===== config.mk =====
export PLATFORM = sky130hd
export DESIGN_NAME = relay_timer_autooff_controller
export DESIGN_NICKNAME = d
export VERILOG_FILES = /design/src/hw/rtl/rtac_pkg.sv /design/src/hw/rtl/rtac_ctrl.sv /design/src/hw/rtl/rtac_dp.sv /design/src/hw/rtl/relay_timer_autooff_controller.sv
export SDC_FILE = /design/constraint.sdc
export NUM_CORES = 1
export LEC_CHECK = 0
export BUFFER_PORTS_ARGS = -buffer_cell sky130_fd_sc_hd__buf_4
export CAP_MARGIN = 20
export CORE_MARGIN = 4
export CORE_UTILIZATION = 60
export DETAILED_ROUTE_END_ITERATION = 6
export GPL_TIMING_DRIVEN = 0
export HOLD_SLACK_MARGIN = 0.06
export PLACE_DENSITY_LB_ADDON = 0.25
export SLEW_MARGIN = 5
export SYNTH_ARGS = -nofsm -noshare
export SYNTH_HDL_FRONTEND = slang
export SYNTH_SLANG_ARGS = --single-unit
export TNS_END_PERCENT = 100

===== constraint.sdc =====
create_clock -name clk -period 10.4 [get_ports clk]
set_input_delay 1.04 -clock clk [delete_from_list [all_inputs] [get_ports clk]]
set_output_delay 1.04 -clock clk [all_outputs]
set_load 0.03 [all_outputs]

===== src/hw/rtl/rtac_pkg.sv =====
// ----------------------------------------------------------------------------
// rtac_pkg
// Shared types and constants of the relay timer and auto-off controller.
// ----------------------------------------------------------------------------
`default_nettype none

package rtac_pkg;

  localparam int TIMER_SLOTS_DEF = 16;
  localparam int CFG_AW          = 3;
  localparam int CFG_DW          = 32;

  localparam logic [7:0] CLICK_LEVEL = 8'd255;
  localparam int         ARMED_BIT   = 7;

  // register indexes
  localparam logic REG_THRESHOLD  = 1'b0;
  localparam logic REG_LOW_CYCLES = 1'b1;

  typedef enum logic [2:0] {
    MODE_CLICK  = 3'd0,
    MODE_HOLD   = 3'd1,
    MODE_TICK   = 3'd2,
    MODE_CHECK  = 3'd3,
    MODE_REMOTE = 3'd4,
    MODE_SLOT   = 3'd5
  } mode_t;

  typedef enum logic [2:0] {
    CAUSE_NONE   = 3'd0,
    CAUSE_BUTTON = 3'd1,
    CAUSE_REMOTE = 3'd2,
    CAUSE_TIMER  = 3'd3,
    CAUSE_AUTO   = 3'd4
  } cause_t;

  typedef enum logic [1:0] {
    ST_IDLE = 2'd0,
    ST_SCAN = 2'd1,
    ST_EXEC = 2'd2
  } state_t;

  typedef struct packed {
    logic [2:0]  mode;
    logic [15:0] current_ma;
    logic [2:0]  weekday;
    logic [7:0]  hour_in;
    logic [7:0]  minute_in;
    logic        switch_on;
    logic [7:0]  level_in;
    logic [3:0]  slot_index;
    logic [7:0]  slot_days;
    logic        slot_turn_on;
  } in_item_t;

  typedef struct packed {
    logic       relay_on;
    logic [7:0] level_out;
    logic [2:0] cause;
  } out_item_t;

  typedef struct packed {
    logic load;
    logic scan_step;
    logic mark_hit;
    logic commit;
  } rtac_cmd_t;

  typedef struct packed {
    logic in_check;
    logic match;
    logic last;
    logic out_free;
  } rtac_sts_t;

  // hour mod 24: reciprocal estimate, then one correction
  function automatic logic [4:0] mod24(input logic [7:0] v);
    logic [11:0] prod;
    logic [7:0]  q;
    logic [7:0]  r;
    prod = {4'd0, v} * 12'd10;
    q    = {4'd0, prod[11:8]};
    r    = v - 8'(q * 8'd24);
    if (r >= 8'd24) begin
      r = r - 8'd24;
    end
    return r[4:0];
  endfunction

  // minute mod 60: reciprocal estimate, then one correction
  function automatic logic [5:0] mod60(input logic [7:0] v);
    logic [12:0] prod;
    logic [7:0]  q;
    logic [7:0]  r;
    prod = {5'd0, v} * 13'd17;
    q    = {5'd0, prod[12:10]};
    r    = v - 8'(q * 8'd60);
    if (r >= 8'd60) begin
      r = r - 8'd60;
    end
    return r[5:0];
  endfunction

endpackage

`default_nettype wire


===== src/hw/rtl/rtac_ctrl.sv =====
// ----------------------------------------------------------------------------
// rtac_ctrl
// Sequencer: accepts an item, steps the timer scan, commits the result.
// ----------------------------------------------------------------------------
`default_nettype none

module rtac_ctrl
  import rtac_pkg::*;
(
  input  wire logic      clk,
  input  wire logic      rst_n,
  input  wire logic      in_valid,
  output logic           in_stall,
  input  wire rtac_sts_t sts,
  output rtac_cmd_t      cmd
);

  state_t state_r;
  state_t state_nxt;

  always_ff @(posedge clk) begin
    if (!rst_n) begin
      state_r <= ST_IDLE;
    end else begin
      state_r <= state_nxt;
    end
  end

  always_comb begin
    state_nxt = state_r;
    cmd       = '0;
    in_stall  = 1'b1;
    case (state_r)
      ST_IDLE: begin
        in_stall = 1'b0;
        if (in_valid) begin
          cmd.load  = 1'b1;
          state_nxt = sts.in_check ? ST_SCAN : ST_EXEC;
        end
      end
      ST_SCAN: begin
        if (sts.match) begin
          cmd.mark_hit = 1'b1;
          state_nxt    = ST_EXEC;
        end else if (sts.last) begin
          state_nxt = ST_EXEC;
        end else begin
          cmd.scan_step = 1'b1;
        end
      end
      ST_EXEC: begin
        if (sts.out_free) begin
          cmd.commit = 1'b1;
          state_nxt  = ST_IDLE;
        end
      end
      default: begin
        state_nxt = ST_IDLE;
      end
    endcase
  end

endmodule

`default_nettype wire


===== src/hw/rtl/rtac_dp.sv =====
// ----------------------------------------------------------------------------
// rtac_dp
// Datapath: relay state, timer table, auto-off counter, result register.
// ----------------------------------------------------------------------------
`default_nettype none

module rtac_dp
  import rtac_pkg::*;
#(
  parameter int TIMER_SLOTS = TIMER_SLOTS_DEF
) (
  input  wire logic              clk,
  input  wire logic              rst_n,
  input  wire in_item_t          in_data,
  input  wire rtac_cmd_t         cmd,
  output rtac_sts_t              sts,
  input  wire logic              cfg_we,
  input  wire logic              cfg_sel,
  input  wire logic [15:0]       cfg_wdata,
  output logic [15:0]            cfg_rdata,
  output logic                   out_valid,
  input  wire logic              out_stall,
  output out_item_t              out_data
);

  localparam int SLOT_W = (TIMER_SLOTS > 1) ? $clog2(TIMER_SLOTS) : 1;

  logic [15:0] threshold_r;
  logic [15:0] low_cycles_r;

  in_item_t    item_r;
  logic        relay_r;
  logic [7:0]  level_r;
  logic [15:0] low_count_r;
  logic [SLOT_W-1:0] idx_r;
  logic        hit_r;

  logic [7:0]  days_r   [TIMER_SLOTS];
  logic        target_r [TIMER_SLOTS];
  logic [4:0]  hour_r   [TIMER_SLOTS];
  logic [5:0]  minute_r [TIMER_SLOTS];

  logic        out_valid_r;
  out_item_t   out_data_r;

  logic        relay_nxt;
  logic [7:0]  level_nxt;
  logic [15:0] low_count_nxt;
  cause_t      cause_nxt;
  logic        day_hit;
  logic [5:0]  slot_ext;
  logic        slot_ok;
  logic [SLOT_W-1:0] wr_idx;
  logic [4:0]  wr_hour;
  logic [5:0]  wr_minute;

  // config registers
  always_ff @(posedge clk) begin
    if (!rst_n) begin
      threshold_r  <= '0;
      low_cycles_r <= '0;
    end else if (cfg_we) begin
      if (cfg_sel == REG_THRESHOLD) begin
        threshold_r <= cfg_wdata;
      end else begin
        low_cycles_r <= cfg_wdata;
      end
    end
  end

  assign cfg_rdata = (cfg_sel == REG_THRESHOLD) ? threshold_r : low_cycles_r;

  // scan of the current slot
  assign day_hit = (item_r.weekday <= 3'd6) && days_r[idx_r][item_r.weekday];

  assign sts.in_check = (mode_t'(in_data.mode) == MODE_CHECK);
  assign sts.match    = days_r[idx_r][ARMED_BIT] && day_hit &&
                        ({3'd0, hour_r[idx_r]} == item_r.hour_in) &&
                        ({2'd0, minute_r[idx_r]} == item_r.minute_in) &&
                        (target_r[idx_r] != relay_r);
  assign sts.last     = (idx_r == SLOT_W'(TIMER_SLOTS - 1));
  assign sts.out_free = !out_valid_r || !out_stall;

  assign slot_ext  = {2'd0, item_r.slot_index};
  assign slot_ok   = (slot_ext < 6'(TIMER_SLOTS));
  assign wr_idx    = slot_ext[SLOT_W-1:0];
  assign wr_hour   = mod24(item_r.hour_in);
  assign wr_minute = mod60(item_r.minute_in);

  // result of the held item
  always_comb begin
    relay_nxt     = relay_r;
    level_nxt     = level_r;
    low_count_nxt = low_count_r;
    cause_nxt     = CAUSE_NONE;
    case (mode_t'(item_r.mode))
      MODE_CLICK: begin
        relay_nxt = !relay_r;
        level_nxt = CLICK_LEVEL;
        cause_nxt = CAUSE_BUTTON;
      end
      MODE_TICK: begin
        low_count_nxt = '0;
        if (relay_r && (threshold_r != '0) && (low_cycles_r != '0) &&
            (item_r.current_ma < threshold_r)) begin
          if (low_count_r >= low_cycles_r) begin
            relay_nxt = 1'b0;
            level_nxt = CLICK_LEVEL;
            cause_nxt = CAUSE_AUTO;
          end else begin
            low_count_nxt = low_count_r + 16'd1;
          end
        end
      end
      MODE_CHECK: begin
        if (hit_r) begin
          relay_nxt = !relay_r;
          level_nxt = CLICK_LEVEL;
          cause_nxt = CAUSE_TIMER;
        end
      end
      MODE_REMOTE: begin
        relay_nxt = item_r.switch_on;
        level_nxt = item_r.level_in;
        cause_nxt = CAUSE_REMOTE;
      end
      default: begin
      end
    endcase
  end

  always_ff @(posedge clk) begin
    if (cmd.load) begin
      item_r <= in_data;
    end
  end

  always_ff @(posedge clk) begin
    if (!rst_n) begin
      relay_r     <= 1'b0;
      level_r     <= '0;
      low_count_r <= '0;
      idx_r       <= '0;
      hit_r       <= 1'b0;
      out_valid_r <= 1'b0;
      for (int i = 0; i < TIMER_SLOTS; i++) begin
        days_r[i]   <= '0;
        target_r[i] <= 1'b0;
        hour_r[i]   <= '0;
        minute_r[i] <= '0;
      end
    end else begin
      if (cmd.load) begin
        idx_r <= '0;
        hit_r <= 1'b0;
      end else if (cmd.scan_step) begin
        idx_r <= idx_r + SLOT_W'(1);
      end
      if (cmd.mark_hit) begin
        hit_r <= 1'b1;
      end
      if (out_valid_r && !out_stall) begin
        out_valid_r <= 1'b0;
      end
      if (cmd.commit) begin
        relay_r     <= relay_nxt;
        level_r     <= level_nxt;
        low_count_r <= low_count_nxt;
        out_valid_r <= 1'b1;
        if (mode_t'(item_r.mode) == MODE_HOLD) begin
          for (int i = 0; i < TIMER_SLOTS; i++) begin
            days_r[i][ARMED_BIT] <= 1'b0;
          end
        end
        if ((mode_t'(item_r.mode) == MODE_SLOT) && slot_ok) begin
          days_r[wr_idx]   <= item_r.slot_days;
          target_r[wr_idx] <= item_r.slot_turn_on;
          hour_r[wr_idx]   <= wr_hour;
          minute_r[wr_idx] <= wr_minute;
        end
      end
    end
  end

  always_ff @(posedge clk) begin
    if (cmd.commit) begin
      out_data_r.relay_on  <= relay_nxt;
      out_data_r.level_out <= relay_nxt ? level_nxt : 8'd0;
      out_data_r.cause     <= cause_nxt;
    end
  end

  assign out_valid = out_valid_r;
  assign out_data  = out_data_r;

endmodule

`default_nettype wire


===== src/hw/rtl/relay_timer_autooff_controller.sv =====
// ----------------------------------------------------------------------------
// relay_timer_autooff_controller
// Relay control with weekly switch timers and low-current auto-off.
//
//   channel  direction  handshake             payload
//   in_      input      in_valid / in_stall   in_item_t
//   out_     output     out_valid / out_stall out_item_t
//   cfg_     input      APB write/read        threshold, low cycles
//
// Each item is accepted, then committed; a minute check adds a scan of the
// timer table in between, one slot per cycle, to the first match or last slot.
// The next item is accepted while a finished result waits in the output
// register; commit holds only while that register is full and stalled.
// Reset (rst_n low, synchronous) clears relay state, counter and table.
// ----------------------------------------------------------------------------
`default_nettype none

module relay_timer_autooff_controller
  import rtac_pkg::*;
#(
  parameter int TIMER_SLOTS = TIMER_SLOTS_DEF
) (
  input  wire logic              clk,
  input  wire logic              rst_n,
  input  wire logic              in_valid,
  output logic                   in_stall,
  input  wire in_item_t          in_data,
  output logic                   out_valid,
  input  wire logic              out_stall,
  output out_item_t              out_data,
  input  wire logic              cfg_psel,
  input  wire logic              cfg_penable,
  input  wire logic              cfg_pwrite,
  input  wire logic [CFG_AW-1:0] cfg_paddr,
  input  wire logic [CFG_DW-1:0] cfg_pwdata,
  output logic [CFG_DW-1:0]      cfg_prdata,
  output logic                   cfg_pready
);

  rtac_cmd_t   cmd;
  rtac_sts_t   sts;
  logic        cfg_we;
  logic [15:0] cfg_rdata;

  assign cfg_pready = 1'b1;
  assign cfg_we     = cfg_psel && cfg_penable && cfg_pwrite;
  assign cfg_prdata = {16'd0, cfg_rdata};

  rtac_ctrl u_ctrl (
    .clk      (clk),
    .rst_n    (rst_n),
    .in_valid (in_valid),
    .in_stall (in_stall),
    .sts      (sts),
    .cmd      (cmd)
  );

  rtac_dp #(
    .TIMER_SLOTS (TIMER_SLOTS)
  ) u_dp (
    .clk       (clk),
    .rst_n     (rst_n),
    .in_data   (in_data),
    .cmd       (cmd),
    .sts       (sts),
    .cfg_we    (cfg_we),
    .cfg_sel   (cfg_paddr[2]),
    .cfg_wdata (cfg_pwdata[15:0]),
    .cfg_rdata (cfg_rdata),
    .out_valid (out_valid),
    .out_stall (out_stall),
    .out_data  (out_data)
  );

endmodule

`default_nettype wire


# Word level (Yosys, flattened, before mapping)

Memory sizes are Yosys's and may differ from the RTL's. A register that Yosys moved wholly into a read port is not among the register bits.
Cells that the tools add are included.

Add/subtract/negate cells: 6
Multiply operators: 4
$lt $le $gt $ge: 7
Eq/ne operators: 15
Muxes and demuxes: 83
Bitwise operators: 18
Reduce and logical (&&, ||, !) cells: 31

Operators with widths:

| cell                                                                                | number |
|---|---|
| 16-bit two-way mux                                                                  | 3 |
| 4-bit two-way mux                                                                   | 12 |
| 1-bit two-way mux                                                                   | 45 |
| 8-bit two-way mux                                                                   | 4 |
| 8-bit one-hot mux with 4 select lines                                               | 1 |
| 16-bit nonzero test                                                                 | 2 |
| 16-bit by 1-bit adder with 16-bit output, second input constant                     | 1 |
| 16-bit greater-or-equal comparator                                                  | 1 |
| 16-bit < comparator                                                                 | 1 |
| 2-bit two-way mux                                                                   | 8 |
| 1-bit bitwise OR                                                                    | 16 |
| 8-bit subtractor                                                                    | 2 |
| 8-bit by 5-bit multiplier with 13-bit output, second input constant                 | 1 |
| 1-bit logical AND                                                                   | 12 |
| 6-bit two-way mux                                                                   | 2 |
| 3-bit one-hot mux with 4 select lines                                               | 1 |
| 8-bit by 3-bit multiplier with 11-bit output, second input constant                 | 1 |
| 5-bit two-way mux                                                                   | 2 |
| 3-bit by 2-bit equality test with 1-bit output, second input constant               | 3 |
| 5-bit by 8-bit equality test with 1-bit output                                      | 1 |
| 6-bit by 8-bit equality test with 1-bit output                                      | 1 |
| 8-bit by 5-bit greater-or-equal comparator with 1-bit output, second input constant | 1 |
| 8-bit by 6-bit greater-or-equal comparator with 1-bit output, second input constant | 1 |
| 8-bit OR reduction                                                                  | 1 |
| other kinds (32)                                                                    | 41 |

Register bits: 137
RAM bits: 320
Output and inout bits: 47
Word-level logic and storage cells: 190
Memories: 4

Memory list:

| memory        | depth | bits a word | rd ports | clocked after Yosys merged registers in | write ports | RTL line      | RTL |
|---|---|---|---|---|---|---|---|
| u_dp.days_r   | 16    | 8           | 1        | 1                                       | 16          | rtac_dp.sv:38 | `logic [7:0] days_r [TIMER_SLOTS];` |
| u_dp.minute_r | 16    | 6           | 1        | 1                                       | 16          | rtac_dp.sv:41 | `logic [5:0] minute_r [TIMER_SLOTS];` |
| u_dp.hour_r   | 16    | 5           | 1        | 1                                       | 16          | rtac_dp.sv:40 | `logic [4:0] hour_r [TIMER_SLOTS];` |
| u_dp.target_r | 16    | 1           | 1        | 1                                       | 16          | rtac_dp.sv:39 | `logic target_r [TIMER_SLOTS];` |

# Logic depth before layout (Yosys ltp)

Depth in word-level cells: 11
Depth in mapped cells: 22

# By module

A second synthesis with hierarchy kept.

Cells, all modules: 1,793
Area total of the unflattened synthesis: 22,351.4 um^2

Modules (own cells, without submodules):

| module                         | instances | cells each | area each (um^2) | sequential area each (um^2) |
|---|---|---|---|---|
| rtac_dp                        | 1         | 1,759      | 22,059.9         | 12,952.4 |
| rtac_ctrl                      | 1         | 14         | 150.1            | 40.0 |
| relay_timer_autooff_controller | 1         | 20         | 141.4            | 0.0 |

# Least setup slack after synthesis

OpenSTA, ideal clock, no wires.

Path type: register to register
Start: register u_dp.item_r[28] (netlist name)
End: memory u_dp.minute_r[10][5] (data pin)
Setup time: 0.265 ns
Arrival time: 5.101 ns
Setup slack: 5.034 ns
Cell stages (with the launch flop): 23
Path buffers: 1
Period minus slack after synthesis: 5.366 ns
Path through: edfxtp_1 > ha_1 > ha_1 > a41o_1 > a21o_1 > a21oi_1 > nor2b_1 > xor2_1 > inv_1 > fa_1 > inv_1 > ha_1 > inv_1 > fa_1 > ha_1 > a21boi_0 > o21ai_0 > a21oi_1 > nand4b_1 > and4_1 > xnor2_1 > clkbuf_1 > nor2_1

RTL lines:

| item                   | RTL line       | RTL |
|---|---|---|
| from (decl)            | rtac_dp.sv:31  | `in_item_t item_r;` |
| from (signal assigned) | rtac_dp.sv:134 | `item_r <= in_data;` |
| to (decl)              | rtac_dp.sv:41  |  |

==> flow_metrics.tcl <==
set metrics [dict create \
    place.detailed.instances 2420 \
    syn_to_final_growth_pct 14.39 \
    final_weighted_congestion_in_routability_driven_placement 0.9667 \
    fp.coreArea_mm2 0.03661 \
    setup.reg_to_reg.worst_slack_ns 4.02 \
    antenna-diode-count 0 \
    drv_cap 0 \
    drc 0 \
    synthesis.area_mm2 0.02223 \
    worst_setup_path_end_kind "register" \
    portion_of_the_post_synthesis_area_used_by_sequential_elements 0.5845 \
    whs_endpoint "u_dp.target_r[15]$_DFF_P_" \
    detail_route.wl_per_cell_um 25.53 \
    tritoncts "yes" \
    number_of_drc_markers_in_iteration_0 2113 \
    netlist-cell-type-count 72 \
    total_area_of_multi_input_combinational_cells_mm2 0.008354 \
    worst-slew-pin-transition_ns 1.203 \
    timing_max_transition_violations_final 0 \
    postCtsSetupBuffers 0 \
    crit_arrival_ns 6.66 \
    vias 16190 \
    pwr_density_cell_mw_per_mm2 173.6 \
    grt.total_usage 0.3109 \
    finalCritPeriodShare 0.6135 \
    fin_cells 2511 \
    post_synth.cell_area_avg_um2 12.21 \
    number_of_synthesized_flops_with_an_enable_pin 376 \
    avgViaCountPerCell 6.448 \
    cts-root-buf "sky130_fd_sc_hd__clkbuf_16" \
    rows 70 \
    path_class_of_the_lowest_slack_min_delay_path "reg2reg" \
    global_route_wire_length_before_repair_um 95410 \
    synth_ff_type "sky130_fd_sc_hd__edfxtp_1" \
    yosys_register_bits 461 \
    synthesis.instances 1821 \
    worstReg2RegStart "u_dp.item_r[24]$_DFFE_PP_" \
    grt_start_max_net_pins 54 \
    run_status "finished clean" \
    crit_required_ns 10.68 \
    post_cts_hold_buffer_count 0 \
    cts_max_path_buffers 3 \
    grt_pass1_vias 15940 \
    ys_async_sr_fraction 0 \
    cts_repair_resize_count 0 \
    unrepaired_setup_endpoints_after_global_routing "false" \
    area.sequential_mm2 0.01299 \
    max_transition_margin 0.1961 \
    cts.sink_count 461 \
    drtPass1Iterations 6 \
    finalNetCount 2184 \
    power.ir.vdd_worst_mv 0.1261 \
    placement.io_buffers 111 \
    reg2reg_to "u_dp.minute_r[7][5]$_SDFFCE_PN0P_" \
    setup_viol_count_final 0 \
    worstPathMaxFanout 10 \
    finalClockSkew_ns 0.01637 \
    path_class "reg2reg" \
    totalWireLength_um 64100 \
    p_leak_uw 0.01002 \
    cts_buffers 47 \
    yosys_warnings 0 \
    antenna_violations_before_repair 0 \
    layout.filler_cells 2576 \
    grt-ovfl-total 0 \
    cts_max_level 2 \
    min_from "u_dp.target_r[15]$_DFF_P_" \
    fp.dieArea_mm2 0.04019 \
    post_route_antenna_net_violation_count 0 \
    critical_path.startpoint_type "register" \
    drive_gt1_frac 0.1571 \
    die_h_um 200.5 \
    dieWidth_um 200.5 \
    worst-r2r-cell-count 22 \
    initial_util 0.6072 \
    worst_skew_pair.late_latency_ns 0.56 \
    time_the_worst_path_needs_with_i_o_delays_and_setup_ns 6.381 \
    clock.fmax_ghz 0.1567 \
    fin_tns_setup_ns 0 \
    floorplan.io_pins 149 \
    worstHoldPathCells 2 \
    place_hpwl_um 44030 \
    hold_violations 0 \
    cts.clk_slew.worst_paths_ns 0.06 \
]
synth_stat cells (3+ instances only):
cell type                   instances  area [µm²]
sky130_fd_sc_hd__xnor2_1           20       175.2
sky130_fd_sc_hd__nand2b_1          10       62.56
sky130_fd_sc_hd__a311oi_1           3       26.28
sky130_fd_sc_hd__a22oi_1            7       52.55
sky130_fd_sc_hd__fa_1               6       120.1
sky130_fd_sc_hd__dfxtp_1           85        1702
sky130_fd_sc_hd__edfxtp_1         376       11290
sky130_fd_sc_hd__a21oi_1           64       320.3
sky130_fd_sc_hd__nor4bb_1           3       30.03
sky130_fd_sc_hd__nor4b_1            3       26.28
sky130_fd_sc_hd__nor4_1            11       68.82
sky130_fd_sc_hd__buf_2             16       80.08
sky130_fd_sc_hd__buf_6              6       67.56
sky130_fd_sc_hd__clkbuf_1          95       356.6
sky130_fd_sc_hd__mux4_2            73        1644
sky130_fd_sc_hd__nand3b_1           3       22.52
sky130_fd_sc_hd__and3_1           162        1013
sky130_fd_sc_hd__nor2_1           147       551.8
sky130_fd_sc_hd__mux2i_1           33       330.3
sky130_fd_sc_hd__ha_1              68       850.8
sky130_fd_sc_hd__a211oi_1           4       30.03
sky130_fd_sc_hd__nor3_1            17       85.08
sky130_fd_sc_hd__inv_1             63       236.5
sky130_fd_sc_hd__nand3_1           56       280.3
sky130_fd_sc_hd__o21a_1             3       22.52
sky130_fd_sc_hd__o31ai_1            8       60.06
sky130_fd_sc_hd__o22ai_1           12       75.07
sky130_fd_sc_hd__nand2_1          184       690.7
sky130_fd_sc_hd__or2_2              4       25.02
sky130_fd_sc_hd__a21o_1            19       142.6
sky130_fd_sc_hd__nor2b_1           24       150.1
sky130_fd_sc_hd__buf_4             19       142.6
sky130_fd_sc_hd__buf_1              3       11.26
sky130_fd_sc_hd__xor2_1            23       201.4
sky130_fd_sc_hd__nand4_1           16       100.1
sky130_fd_sc_hd__a31oi_1            7       43.79
sky130_fd_sc_hd__a2111oi_0          7       61.31
sky130_fd_sc_hd__o21ai_0           57       285.3
sky130_fd_sc_hd__and2_1            55       344.1
sky130_fd_sc_hd__and4b_1            3       30.03
how the worst max path moves through the flow:
stage	from	endpoint	slack, ns	cells past startpoint
4_1_cts	u_dp.item_r[24]$_DFFE_PP_	u_dp.minute_r[6][5]$_SDFFCE_PN0P_	4.09	22
6_report	u_dp.item_r[24]$_DFFE_PP_	u_dp.minute_r[7][5]$_SDFFCE_PN0P_	4.02	22
3_5_place_dp	u_dp.item_r[24]$_DFFE_PP_	u_dp.minute_r[6][5]$_SDFFCE_PN0P_	4.12	22
3_3_place_gp	u_dp.item_r[24]$_DFFE_PP_	u_dp.minute_r[7][5]$_SDFFCE_PN0P_	4.25	22
5_1_grt	u_dp.item_r[28]$_DFFE_PP_	u_dp.minute_r[7][5]$_SDFFCE_PN0P_	3.55	22
2_1_floorplan	u_dp.item_r[28]$_DFFE_PP_	u_dp.minute_r[10][5]$_SDFFCE_PN0P_	5.03	22
metal layers:
layer / global-route usage / vias to the layer above / wire (µm)
met5: 0 / - / 0
met4: 0.1276 / 0 / 3263
met3: 0.07157 / 209 / 7838
met2: 0.5105 / 1180 / 30200
met1: 0.4049 / 7769 / 22790
li1: - / 7032 / -
where the power goes:
part	leakage, µW	internal (µW)	total [µW]	switching [µW]
sequential	0.00452	2070	2110	39.0
clock	0.000716	935	1640	707
combinational	0.00479	217	666	449
total	0.0100	3220	4410	1200
cell usage in the layout, fill, tap and decap left out, drive strengths merged, types with 4 or more instances in the layout:
cell / n
o31ai: 8
nand2b: 10
a311oi: 4
or2: 4
nor2: 147
o21ai: 59
xnor2: 20
edfxtp: 376
a211oi: 4
conb: 17
and3: 162
nor2b: 24
clkbuf: 156
ha: 68
a22oi: 7
inv: 65
and2: 55
nand4: 16
clkinv: 20
nor3: 17
dfxtp: 85
xor2: 23
nor4: 12
a2111oi: 7
a31oi: 7
a21oi: 65
nand3: 56
mux4: 74
mux2i: 33
buf: 168
a21o: 19
o22ai: 12
nand2: 184
fa: 6
critical path: stages, from the launching register on:
cell and delay [ns]:
sky130_fd_sc_hd__edfxtp_1 0.50, sky130_fd_sc_hd__ha_1 0.36, sky130_fd_sc_hd__ha_1 0.30, sky130_fd_sc_hd__a41o_1 0.27, sky130_fd_sc_hd__a21o_1 0.18, sky130_fd_sc_hd__a21oi_1 0.13, sky130_fd_sc_hd__nor2b_1 0.09, sky130_fd_sc_hd__xor2_1 0.26
sky130_fd_sc_hd__inv_1 0.13, sky130_fd_sc_hd__fa_1 0.55, sky130_fd_sc_hd__inv_1 0.08, sky130_fd_sc_hd__ha_1 0.22, sky130_fd_sc_hd__inv_1 0.08, sky130_fd_sc_hd__fa_1 0.42, sky130_fd_sc_hd__ha_1 0.32, sky130_fd_sc_hd__a21boi_0 0.15
sky130_fd_sc_hd__o21ai_0 0.22, sky130_fd_sc_hd__a21oi_1 0.09, sky130_fd_sc_hd__nand4b_1 0.32, sky130_fd_sc_hd__and4_1 0.30, sky130_fd_sc_hd__xnor2_1 0.63, sky130_fd_sc_hd__clkbuf_1 0.40, sky130_fd_sc_hd__nor2_1 0.10
stage by stage:
step / total power (µW) / utilization / area (µm²) / setup slack [ns] / hold WS [ns]
floorplan: 2566 / - / 22290 / 5.034 / 0.4263
global placement: 2759 / 0.6475 / 23710 / 4.246 / 0.4379
detailed placement: 2789 / 0.6510 / 23830 / 4.125 / 0.4558
CTS: 4402 / 0.6912 / 25310 / 4.087 / 0.4643
global route: 4561 / 0.6946 / 25430 / 3.553 / 0.4809
finish: 4415 / 0.6946 / 25430 / 4.019 / 0.4600
flip-flops by register name (all words and copies together) (netlist names), named ones only:
signal             cells
u_dp.idx_r             4
u_dp.hit_r             1
u_dp.relay_r           1
u_dp.out_valid         1
u_dp.wr_idx            4
u_dp.days_r          128
u_dp.target_r         16
u_dp.low_count_r      16
u_dp.out_data         12
u_dp.hour_r           80
u_dp.low_cycles_r     16
u_dp.level_r           8
u_dp.item_r           56
u_ctrl.state_r         2
u_dp.minute_r         96
u_dp.threshold_r      16
cell families after synthesis:
logic type	synth area share
AOI/OAI and AO/OA	0.06056
xor gates and xnor gates	0.01694
adders and majority gates	0.04368
buffers and inverters	0.04238
DFF	0.5845
muxes	0.09101
other	0.0003378
and+or+nand+nor	0.1606
cell type report:
class | count | share of cell area
clock buffer | 59 | 0.04970
tap | 468 | 0.02303
buffer | 142 | 0.02746
clock inverter | 25 | 0.008217
multi-input combinational | 1168 | 0.3285
inverter | 65 | 0.009595
sequential | 461 | 0.5110
timing repair buffer | 123 | 0.04251
Power figures use the tool's default switching activity.
